$ cat src/rtl/rfptc_pkg.sv
// Types, constants and codes of the pulse train capture block.
package rfptc_pkg;

  localparam int unsigned BUF_DEPTH = 64;
  localparam int unsigned BUF_AW    = (BUF_DEPTH > 1) ? $clog2(BUF_DEPTH) : 1;
  localparam int unsigned OFS_W     = $clog2(BUF_DEPTH + 1);

  localparam logic [BUF_AW-1:0] BUF_LAST = BUF_AW'(BUF_DEPTH - 1);
  localparam logic [OFS_W-1:0]  OFS_END  = OFS_W'(BUF_DEPTH);

  localparam int unsigned CFG_IDX_W = 2;
  localparam int unsigned CFG_DW    = 32;

  localparam logic [14:0] PULSE_SAT = 15'h7FFF;
  localparam logic [15:0] WRAP_MAX  = 16'hFFFF;

  // First stored pulse level codes
  localparam logic [1:0] LVL_LOW  = 2'd0;
  localparam logic [1:0] LVL_HIGH = 2'd1;
  localparam logic [1:0] LVL_NONE = 2'd2;

  // Register reset values
  localparam logic [30:0] START_MIN_RST   = 31'd5000;
  localparam logic [15:0] COUNT_MIN_RST   = 16'd25;
  localparam logic [15:0] COUNT_MAX_RST   = 16'd0;
  localparam logic [30:0] SILENCE_MIN_RST = 31'd20000;

  typedef enum logic [1:0] {
    CMD_EDGE    = 2'd0,
    CMD_READ    = 2'd1,
    CMD_RESTART = 2'd2,
    CMD_STOP    = 2'd3
  } cmd_e;

  typedef enum logic [CFG_IDX_W-1:0] {
    CFG_START_MIN   = 2'd0,
    CFG_COUNT_MIN   = 2'd1,
    CFG_COUNT_MAX   = 2'd2,
    CFG_SILENCE_MIN = 2'd3
  } cfg_idx_e;

  typedef enum logic [2:0] {
    ST_IDLE,
    ST_EDGE_CALC,
    ST_EDGE_COMMIT,
    ST_RD_ISSUE,
    ST_RD_TAKE,
    ST_RESTART,
    ST_STOP,
    ST_EMIT
  } state_e;

  typedef struct packed {
    cmd_e        cmd;
    logic [31:0] timestamp;
    logic        edge_rising;
  } item_t;

  typedef struct packed {
    logic               capture_done;
    logic               start_seen;
    logic [31:0]        pulse_count;
    logic [31:0]        train_duration;
    logic [15:0]        overflow_total;
    logic [1:0]         first_level;
    logic signed [15:0] pulse_value;
    logic               pulse_valid;
  } result_t;

  // Step commands from controller to datapath
  typedef struct packed {
    logic load;
    logic edge_calc;
    logic edge_commit;
    logic rd_issue;
    logic rd_take;
    logic restart;
    logic stop;
  } ctl_t;

endpackage

$ cat src/rtl/rf_pulse_train_capture.sv
// Top level of the RF pulse train capture block.
//
//  channel  | handshake                     | payload
//  ---------+-------------------------------+--------------------------------
//  command  | start_i in, busy_o out        | item_i   (cmd, timestamp, edge)
//  result   | result_valid_o strobe out     | result_o (status, counts, pulse)
//  config   | cfg_valid_i in, cfg_ready_o   | cfg_index_i, cfg_data_i
//
// Edge words go through load, calc, commit; reads through load, issue, take;
// restart and stop through load and their own step; each ends in the one-cycle
// result strobe. The edge path is set by the subtract, then compare-and-update
// step; the read path by the registered read of the ring buffer RAM.
// Reset is asynchronous: capture state and per-entry valid bits clear at once,
// the buffer RAM itself is never cleared. Results cannot be stalled.
module rf_pulse_train_capture (
  input  logic                            clk_i,
  input  logic                            rst_ni,
  // command word
  input  logic                            start_i,
  output logic                            busy_o,
  input  rfptc_pkg::item_t                item_i,
  // result word
  output logic                            result_valid_o,
  output rfptc_pkg::result_t              result_o,
  // configuration writes
  input  logic                            cfg_valid_i,
  output logic                            cfg_ready_o,
  input  logic [rfptc_pkg::CFG_IDX_W-1:0] cfg_index_i,
  input  logic [rfptc_pkg::CFG_DW-1:0]    cfg_data_i
);

  import rfptc_pkg::*;

  ctl_t ctl;

  // The user must write registers only while idle; the block itself does not enforce it, so writes are always taken.
  assign cfg_ready_o = 1'b1;

  rfptc_ctrl u_ctrl (
    .clk_i          (clk_i),
    .rst_ni         (rst_ni),
    .start_i        (start_i),
    .cmd_i          (item_i.cmd),
    .ctl_o          (ctl),
    .busy_o         (busy_o),
    .result_valid_o (result_valid_o)
  );

  // Datapath holds the capture state; result_o shows it after each word.
  rfptc_dp u_dp (
    .clk_i       (clk_i),
    .rst_ni      (rst_ni),
    .ctl_i       (ctl),
    .item_i      (item_i),
    .cfg_we_i    (cfg_valid_i & cfg_ready_o),
    .cfg_index_i (cfg_index_i),
    .cfg_data_i  (cfg_data_i),
    .result_o    (result_o)
  );

endmodule

$ cat src/rtl/rfptc_ram.sv
// Generic single write port, single read port RAM with registered read.
module rfptc_ram #(
  parameter int unsigned WIDTH = 16,
  parameter int unsigned DEPTH = 64
) (
  input  logic                                          clk_i,
  input  logic                                          we_i,
  input  logic [((DEPTH > 1) ? $clog2(DEPTH) : 1)-1:0] waddr_i,
  input  logic [WIDTH-1:0]                              wdata_i,
  input  logic                                          re_i,
  input  logic [((DEPTH > 1) ? $clog2(DEPTH) : 1)-1:0] raddr_i,
  output logic [WIDTH-1:0]                              rdata_o
);

  logic [WIDTH-1:0] mem_q [DEPTH];
  logic [WIDTH-1:0] rdata_q;

  always_ff @(posedge clk_i) begin
    if (we_i) begin
      mem_q[waddr_i] <= wdata_i;
    end
    if (re_i) begin
      rdata_q <= mem_q[raddr_i];
    end
  end

  assign rdata_o = rdata_q;

endmodule

$ cat src/rtl/rfptc_ctrl.sv
// Sequencing state machine of the pulse train capture block.
module rfptc_ctrl (
  input  logic            clk_i,
  input  logic            rst_ni,
  input  logic            start_i,
  input  rfptc_pkg::cmd_e cmd_i,
  output rfptc_pkg::ctl_t ctl_o,
  output logic            busy_o,
  output logic            result_valid_o
);

  import rfptc_pkg::*;

  state_e state_q, state_d;

  always_ff @(posedge clk_i or negedge rst_ni) begin
    if (!rst_ni) begin
      state_q <= ST_IDLE;
    end else begin
      state_q <= state_d;
    end
  end

  always_comb begin
    state_d        = state_q;
    ctl_o          = '0;
    busy_o         = 1'b1;
    result_valid_o = 1'b0;
    case (state_q)
      ST_IDLE: begin
        busy_o = 1'b0;
        if (start_i) begin
          ctl_o.load = 1'b1;
          case (cmd_i)
            CMD_EDGE:    state_d = ST_EDGE_CALC;
            CMD_READ:    state_d = ST_RD_ISSUE;
            CMD_RESTART: state_d = ST_RESTART;
            CMD_STOP:    state_d = ST_STOP;
            default:     state_d = ST_IDLE;
          endcase
        end
      end
      ST_EDGE_CALC: begin
        ctl_o.edge_calc = 1'b1;
        state_d         = ST_EDGE_COMMIT;
      end
      ST_EDGE_COMMIT: begin
        ctl_o.edge_commit = 1'b1;
        state_d           = ST_EMIT;
      end
      ST_RD_ISSUE: begin
        ctl_o.rd_issue = 1'b1;
        state_d        = ST_RD_TAKE;
      end
      ST_RD_TAKE: begin
        ctl_o.rd_take = 1'b1;
        state_d       = ST_EMIT;
      end
      ST_RESTART: begin
        ctl_o.restart = 1'b1;
        state_d       = ST_EMIT;
      end
      ST_STOP: begin
        ctl_o.stop = 1'b1;
        state_d    = ST_EMIT;
      end
      ST_EMIT: begin
        result_valid_o = 1'b1;
        state_d        = ST_IDLE;
      end
      default: begin
        state_d = ST_IDLE;
      end
    endcase
  end

endmodule

$ cat src/rtl/rfptc_dp.sv
// Datapath: registers, timing compares, ring buffer and read pointer.
module rfptc_dp (
  input  logic                                clk_i,
  input  logic                                rst_ni,
  input  rfptc_pkg::ctl_t                     ctl_i,
  input  rfptc_pkg::item_t                    item_i,
  input  logic                                cfg_we_i,
  input  logic [rfptc_pkg::CFG_IDX_W-1:0]     cfg_index_i,
  input  logic [rfptc_pkg::CFG_DW-1:0]        cfg_data_i,
  output rfptc_pkg::result_t                  result_o
);

  import rfptc_pkg::*;

  // configuration
  logic [30:0] start_min_q, silence_min_q;
  logic [15:0] count_min_q, count_max_q;

  // latched item and edge stage
  item_t       item_q;
  logic [30:0] dur_q, dur_d;
  logic        win_ok_q, win_ok_d;

  // capture state
  logic [31:0]          prev_q, prev_d;
  logic                 ended_q, ended_d;
  logic                 armed_q, armed_d;
  logic [1:0]           lvl_q, lvl_d;
  logic [BUF_AW-1:0]    wi_q, wi_d;
  logic [15:0]          wraps_q, wraps_d;
  logic [31:0]          count_q, count_d;
  logic [31:0]          total_q, total_d;
  logic [BUF_DEPTH-1:0] filled_q, filled_d;
  logic [OFS_W-1:0]     ofs_q, ofs_d;
  logic                 rd_stop_q, rd_stop_d;
  logic                 rd_hit_q, rd_hit_d;
  logic signed [15:0]   val_q, val_d;
  logic                 valid_q, valid_d;

  // edge commit terms
  logic [31:0]          diff;
  logic                 arm_nx, dur_big, sil_hit, end_now, clr_now;
  logic [14:0]          dur_sat;
  logic [BUF_AW-1:0]    wi_base, wi_next;
  logic [15:0]          wraps_base;
  logic [31:0]          count_base, total_base;
  logic [1:0]           lvl_base;
  logic [BUF_DEPTH-1:0] filled_base;

  // read terms
  logic [BUF_AW-1:0]    rd_first, rd_pos;
  logic [BUF_AW:0]      rd_sum;
  logic                 rd_miss;

  // ring buffer
  logic              ram_we, ram_re;
  logic [15:0]       ram_wdata, ram_rdata;

  rfptc_ram #(
    .WIDTH (16),
    .DEPTH (BUF_DEPTH)
  ) u_ram (
    .clk_i   (clk_i),
    .we_i    (ram_we),
    .waddr_i (wi_base),
    .wdata_i (ram_wdata),
    .re_i    (ram_re),
    .raddr_i (rd_pos),
    .rdata_o (ram_rdata)
  );

  always_ff @(posedge clk_i or negedge rst_ni) begin
    if (!rst_ni) begin
      start_min_q   <= START_MIN_RST;
      count_min_q   <= COUNT_MIN_RST;
      count_max_q   <= COUNT_MAX_RST;
      silence_min_q <= SILENCE_MIN_RST;
    end else if (cfg_we_i) begin
      case (cfg_index_i)
        CFG_START_MIN:   start_min_q   <= cfg_data_i[30:0];
        CFG_COUNT_MIN:   count_min_q   <= cfg_data_i[15:0];
        CFG_COUNT_MAX:   count_max_q   <= cfg_data_i[15:0];
        CFG_SILENCE_MIN: silence_min_q <= cfg_data_i[30:0];
        default: ;
      endcase
    end
  end

  always_ff @(posedge clk_i) begin
    if (ctl_i.load) begin
      item_q <= item_i;
    end
    dur_q    <= dur_d;
    win_ok_q <= win_ok_d;
    rd_hit_q <= rd_hit_d;
    val_q    <= val_d;
  end

  always_ff @(posedge clk_i or negedge rst_ni) begin
    if (!rst_ni) begin
      prev_q    <= '0;
      ended_q   <= 1'b0;
      armed_q   <= 1'b0;
      lvl_q     <= LVL_NONE;
      wi_q      <= '0;
      wraps_q   <= '0;
      count_q   <= '0;
      total_q   <= '0;
      filled_q  <= '0;
      ofs_q     <= '0;
      rd_stop_q <= 1'b0;
      valid_q   <= 1'b0;
    end else begin
      prev_q    <= prev_d;
      ended_q   <= ended_d;
      armed_q   <= armed_d;
      lvl_q     <= lvl_d;
      wi_q      <= wi_d;
      wraps_q   <= wraps_d;
      count_q   <= count_d;
      total_q   <= total_d;
      filled_q  <= filled_d;
      ofs_q     <= ofs_d;
      rd_stop_q <= rd_stop_d;
      valid_q   <= valid_d;
    end
  end

  // Edge terms. Silence is judged on the saturated length.
  assign diff    = item_q.timestamp - prev_q;
  assign arm_nx  = armed_q | (dur_q > start_min_q);
  assign dur_big = dur_q > {16'b0, PULSE_SAT};
  assign dur_sat = dur_big ? PULSE_SAT : dur_q[14:0];
  assign sil_hit = item_q.edge_rising &
                   (dur_big ? ({16'b0, PULSE_SAT} > silence_min_q) : (dur_q > silence_min_q));
  assign end_now = sil_hit & win_ok_q;
  assign clr_now = sil_hit & ~win_ok_q;

  assign wi_base     = clr_now ? '0 : wi_q;
  assign wraps_base  = clr_now ? '0 : wraps_q;
  assign count_base  = clr_now ? '0 : count_q;
  assign total_base  = clr_now ? '0 : total_q;
  assign lvl_base    = clr_now ? LVL_NONE : lvl_q;
  assign filled_base = clr_now ? '0 : filled_q;
  assign wi_next     = (wi_base == BUF_LAST) ? '0 : wi_base + 1'b1;
  assign ram_wdata   = item_q.edge_rising ? 16'(16'd0 - {1'b0, dur_sat}) : {1'b0, dur_sat};

  // Read position: oldest entry is just past the write index once wrapped.
  assign rd_first = (wraps_q != '0) ? ((wi_q == BUF_LAST) ? '0 : wi_q + 1'b1) : '0;
  assign rd_sum   = {1'b0, rd_first} + {1'b0, ofs_q[BUF_AW-1:0]};
  assign rd_pos   = (rd_sum >= (BUF_AW+1)'(BUF_DEPTH)) ?
                    BUF_AW'(rd_sum - (BUF_AW+1)'(BUF_DEPTH)) : rd_sum[BUF_AW-1:0];
  assign rd_miss  = rd_stop_q | (ofs_q >= OFS_END) | ~filled_q[rd_pos];

  always_comb begin
    dur_d     = dur_q;
    win_ok_d  = win_ok_q;
    prev_d    = prev_q;
    ended_d   = ended_q;
    armed_d   = armed_q;
    lvl_d     = lvl_q;
    wi_d      = wi_q;
    wraps_d   = wraps_q;
    count_d   = count_q;
    total_d   = total_q;
    filled_d  = filled_q;
    ofs_d     = ofs_q;
    rd_stop_d = rd_stop_q;
    rd_hit_d  = rd_hit_q;
    val_d     = val_q;
    valid_d   = valid_q;
    ram_we    = 1'b0;
    ram_re    = 1'b0;

    if (ctl_i.load) begin
      val_d   = '0;
      valid_d = 1'b0;
    end

    if (ctl_i.edge_calc) begin
      dur_d    = diff[31:1];
      win_ok_d = (count_q > {16'b0, count_min_q}) &&
                 ((count_q < {16'b0, count_max_q}) || (count_max_q == '0));
    end

    if (ctl_i.edge_commit && !ended_q) begin
      prev_d = item_q.timestamp;
      if ((prev_q != '0) && arm_nx) begin
        armed_d  = 1'b1;
        ram_we   = 1'b1;
        filled_d = filled_base;
        filled_d[wi_base] = 1'b1;
        lvl_d    = (lvl_base == LVL_NONE) ?
                   (item_q.edge_rising ? LVL_LOW : LVL_HIGH) : lvl_base;
        count_d  = count_base + 32'd1;
        total_d  = total_base + {17'b0, dur_sat};
        ended_d  = end_now;
        wi_d     = wi_base;
        wraps_d  = wraps_base;
        if (clr_now) begin
          ofs_d     = '0;
          rd_stop_d = 1'b0;
        end
        if (!end_now) begin
          wi_d = wi_next;
          if ((wi_base == BUF_LAST) && (wraps_base != WRAP_MAX)) begin
            wraps_d = wraps_base + 16'd1;
          end
        end
      end
    end

    if (ctl_i.rd_issue) begin
      if (rd_miss) begin
        rd_stop_d = 1'b1;
        rd_hit_d  = 1'b0;
      end else begin
        ram_re   = 1'b1;
        rd_hit_d = 1'b1;
        ofs_d    = ofs_q + 1'b1;
      end
    end

    if (ctl_i.rd_take) begin
      val_d   = rd_hit_q ? $signed(ram_rdata) : '0;
      valid_d = rd_hit_q;
    end

    if (ctl_i.restart) begin
      prev_d    = '0;
      ended_d   = 1'b0;
      armed_d   = 1'b0;
      lvl_d     = LVL_NONE;
      wi_d      = '0;
      wraps_d   = '0;
      count_d   = '0;
      total_d   = '0;
      filled_d  = '0;
      ofs_d     = '0;
      rd_stop_d = 1'b0;
    end

    if (ctl_i.stop) begin
      ended_d = 1'b1;
    end
  end

  assign result_o.capture_done   = ended_q;
  assign result_o.start_seen     = armed_q;
  assign result_o.pulse_count    = count_q;
  assign result_o.train_duration = total_q;
  assign result_o.overflow_total = wraps_q;
  assign result_o.first_level    = lvl_q;
  assign result_o.pulse_value    = val_q;
  assign result_o.pulse_valid    = valid_q;

endmodule

$ cat config.mk
export PLATFORM = sky130hd
export DESIGN_NAME = rf_pulse_train_capture
export DESIGN_NICKNAME = d
export VERILOG_FILES = /design/src/rtl/rfptc_pkg.sv /design/src/rtl/rf_pulse_train_capture.sv /design/src/rtl/rfptc_ram.sv /design/src/rtl/rfptc_ctrl.sv /design/src/rtl/rfptc_dp.sv
export SDC_FILE = /design/constraint.sdc
export NUM_CORES = 2
export LEC_CHECK = 0
export BUFFER_PORTS_ARGS = -buffer_cell sky130_fd_sc_hd__clkbuf_2
export CAP_MARGIN = 40
export CORE_ASPECT_RATIO = 1.5
export CORE_MARGIN = 2
export CORE_UTILIZATION = 62
export CTS_BUF_LIST = sky130_fd_sc_hd__clkbuf_8 sky130_fd_sc_hd__clkbuf_16
export DETAILED_ROUTE_END_ITERATION = 12
export PLACE_DENSITY = 0.83
export RECOVER_POWER = 25
export SLEW_MARGIN = 30
export SYNTH_ARGS = -nofsm -noshare
export SYNTH_HDL_FRONTEND = slang
export SYNTH_SLANG_ARGS = --single-unit
$ cat constraint.sdc
create_clock -name clk_i -period 7 [get_ports clk_i]
set_clock_uncertainty 0.1 [all_clocks]
set_input_delay 0.7 -clock clk_i [delete_from_list [all_inputs] [get_ports clk_i]]
set_output_delay 0.7 -clock clk_i [all_outputs]
set_load 0.01 [all_outputs]
==> out/results.tsv <==
metric	value	unit
status	complete, but fails checks	
failing checks	max-capacitance violations, max-slew violations	
initial core utilization	0.626	
DR vias/cell	6.82	
die area	101000	um^2
CP Capture Type	register	
largest net degree at the start of global routing	140	
IO Count	177	
Die H	388	um
worst r2r dst	u_dp.total_q[17]$_DFFE_PN0P_	
final setup margin	1.13	ns
met1 usage	0.386	
maximum clock frequency	170	MHz
Req. time, crit path	7.54	ns
first-pass GRT wire length	234000	um
maximum VDD drop	0.265	mV
CP Max Fanout	33	
final cycle utilization of the critical path	0.838	
reg2reg setup slack	1.13	ns
final setup TNS	0	ns
Post-synth EDFFs	1122	
Max-cap violations	7	
CP max-delay cell	nor4_1	
wire length per cell after detailed routing	29.6	um
CP cell instances	ha_1, nand3_1, nor4_1, nand4_1, a31oi_1, o21bai_4, buf_4, and2_1, ha_1, a2111oi_0, o21ai_0, a41o_1, a41o_1, a221o_1, and3_1, nor3b_1, a21o_1	
slew at the pin closest to its max-slew limit	4.17	ns
crit-path max cell delay	0.58	ns
CP startpoint kind	register	
syn_nets	3910	
CTS sink count	1414	
critical path class	register to register	
worst hold slack	0.0337	ns
fin nets	4164	
Worst-path clk slew	0.07	ns
Ys Warns	0	
Antenna diodes	0	
CTS tree	built	
grt met2 use	0.540	
commonest cells after routing, fill and taps aside	edfxtp_1 (1,122), mux4_2 (338), dfrtp_1 (278)	
Yosys reg bits	1414	
initial antenna violation count	0	
HP Start	item_i[4]	
Worst R2R Start	u_dp.dur_q[22]$_DFFE_PP_	
final WL	157000	um
Final Max Tran Viols	289	
Fillers	5853	
clk root buf	clkbuf_16	
R2R cell count	17	
sequential share of the synthesized area	0.674	
Syn Area/Cell	16.5	um^2
crit path to	u_dp.total_q[17]$_DFFE_PN0P_	
P_leak	24.0	nW
ys async rst share	0.207	
commonest non-fill, non-tap cell in the layout	edfxtp_1	
Detail Placement HPWL	92200	um
final core occ	0.697	
RSZ-0062 raised after global routing	false	
Rel. slew slack	-1.78	
CTS HTree Levels	3	
synthesized instance count	3681	
critical path startpoint	u_dp.dur_q[22]$_DFFE_PP_	
initial DRC count	4396	
Die Width	260	um
Cell Rows	140	
Total GRT Usage	0.319	
Arr. time, crit path	6.41	ns
routability cong.	0.910	
Power Density	311	nW/um^2
Pre-antenna DRT Iters	6	
vias in the first global route	36700	
total core area	97200	um^2
Synth Cell Area	60800	um^2
Num CTS Buffers	118	
layout cells sized above 1	0.213	
HP Class	primary input to register	
Vias	36200	
prevailing post-synth register cell	edfxtp_1	
DRC Markers	0	
met3 Track Usage GR	0.0557	
Layout area overhead	11.4	%
Setup WS pre-CTS	1.31	ns
GR peak layer	met2	
Remaining Overflow, GRT	0	
Final setup viols	0	
clk buf depth	3	
Port Buffer Count	174	
Yosys cell types	79	
Tmin final	5.87	ns
clk_lat worst skew	0.75	ns
final hold viol count	0	
post-route ant nets	0	
==> worst max-delay path, delay by kind of cell (launching register included) <==
family	cells	cell delay, ns
and+or+nand+nor	6	1.66
buffers and inverters	1	0.33
AOI/OAI and AO/OA	8	2.68
adders and majority gates	2	0.56
DFF	1	0.44
==> final cells by class <==
cell class	count	area, um^2	area share
Clock buffer	128	3120	0.0461
Clock inverter	90	802	0.0118
Inverter	165	619	0.00914
Multi-Input combinational cell	1932	18700	0.277
Sequential cell	1414	41000	0.605
Tap cell	1278	1600	0.0236
Timing Repair Buffer	304	1850	0.0273
==> cell usage after synthesis, types with 16 or more instances <==
master / n / area [um^2]
mux2_2: 82 / 923
nand4_1: 40 / 250
nor4_1: 38 / 238
nor2_1: 152 / 571
nand3_1: 80 / 400
nor3_1: 46 / 230
o21ai_0: 177 / 886
nand2_1: 181 / 679
a21oi_1: 89 / 445
dfrtp_1: 278 / 6960
or2_2: 16 / 100
mux2i_1: 25 / 250
xnor2_1: 38 / 333
xor2_1: 18 / 158
a31oi_1: 18 / 113
ha_1: 153 / 1910
edfxtp_1: 1122 / 33700
and3_1: 32 / 200
and2_1: 42 / 263
clkbuf_1: 129 / 484
buf_1: 27 / 101
inv_1: 165 / 619
a21o_1: 90 / 676
a211oi_1: 19 / 143
mux4_2: 338 / 7610
a22o_1: 40 / 350
==> timing repair <==
action	in CTS	in global routing
endpoints found under the hold margin	69	0
buffers inserted	0	0
hold buffers	4	0
gates resized for setup	0	0
==> through the flow <==
step           cells  total power, W  area (um^2)
2_1_floorplan   3681          0.0131        60800
3_3_place_gp    5085          0.0143        63900
3_5_place_dp    5088          0.0144        64000
4_1_cts         5310          0.0211        68000
5_1_grt         5311          0.0218        67800
6_report        5311          0.0211        67800
==> cell families (layout without fill, tap and decap cells) <==
group           after synthesis  count (layout)  share of synthesized area
compound gates              557             557                     0.0600
xor+xnor                     57              57                    0.00843
fa+ha+maj                   156             156                     0.0325
buf+inv                     335             687                     0.0212
flops                      1414            1414                      0.674
mux                         445             445                      0.144
other cells                   1               1                  0.0000616
simple gates                716             716                     0.0591
==> per-layer routing <==
layer,part of all wire,wire (um)
met1,0.33,52500
met2,0.51,81000
met3,0.087,13600
met4,0.065,10300
met5,0,0
==> report_power, final <==
part,internal (W),switching [W]
sequential,0.00957,0.000327
clock,0.00364,0.00310
combinational,0.00190,0.00256
==> registers in the layout (all words and copies together), names as in the netlist, 7 cells and up <==
register / flops
u_dp.u_ram.rdata_o: 16
u_dp.total_q: 32
u_dp.filled_q: 64
u_dp.item_q: 33
u_dp.val_q: 16
u_dp.prev_q: 32
u_dp.dur_q: 31
u_dp.count_min_q: 16
u_dp.u_ram.mem_q: 1024
u_dp.count_max_q: 16
u_dp.count_q: 32
u_dp.ofs_q: 7
u_dp.start_min_q: 31
u_dp.silence_min_q: 31
u_dp.wraps_q: 16
==> worst min path at each step <==
| stage | end | slack, ns | cells after the start |
|---|---|---|---|
| final | u_dp.item_q[4]$_DFFE_PP_ | 0.03 | 1 |
| after global routing | u_dp.item_q[12]$_DFFE_PP_ | 0.01 | 1 |
| after CTS | u_dp.item_q[12]$_DFFE_PP_ | 0.002 | 1 |
| after detailed placement | u_dp.filled_q[17]$_DFFE_PN0P_ | 0.36 | 1 |
| after global placement | u_dp.filled_q[53]$_DFFE_PN0P_ | 0.35 | 1 |
| after floorplan | u_ctrl.state_q[0]$_DFFE_PN0P_ | 0.30 | 0 |
(Power assumes the default switching activity.)
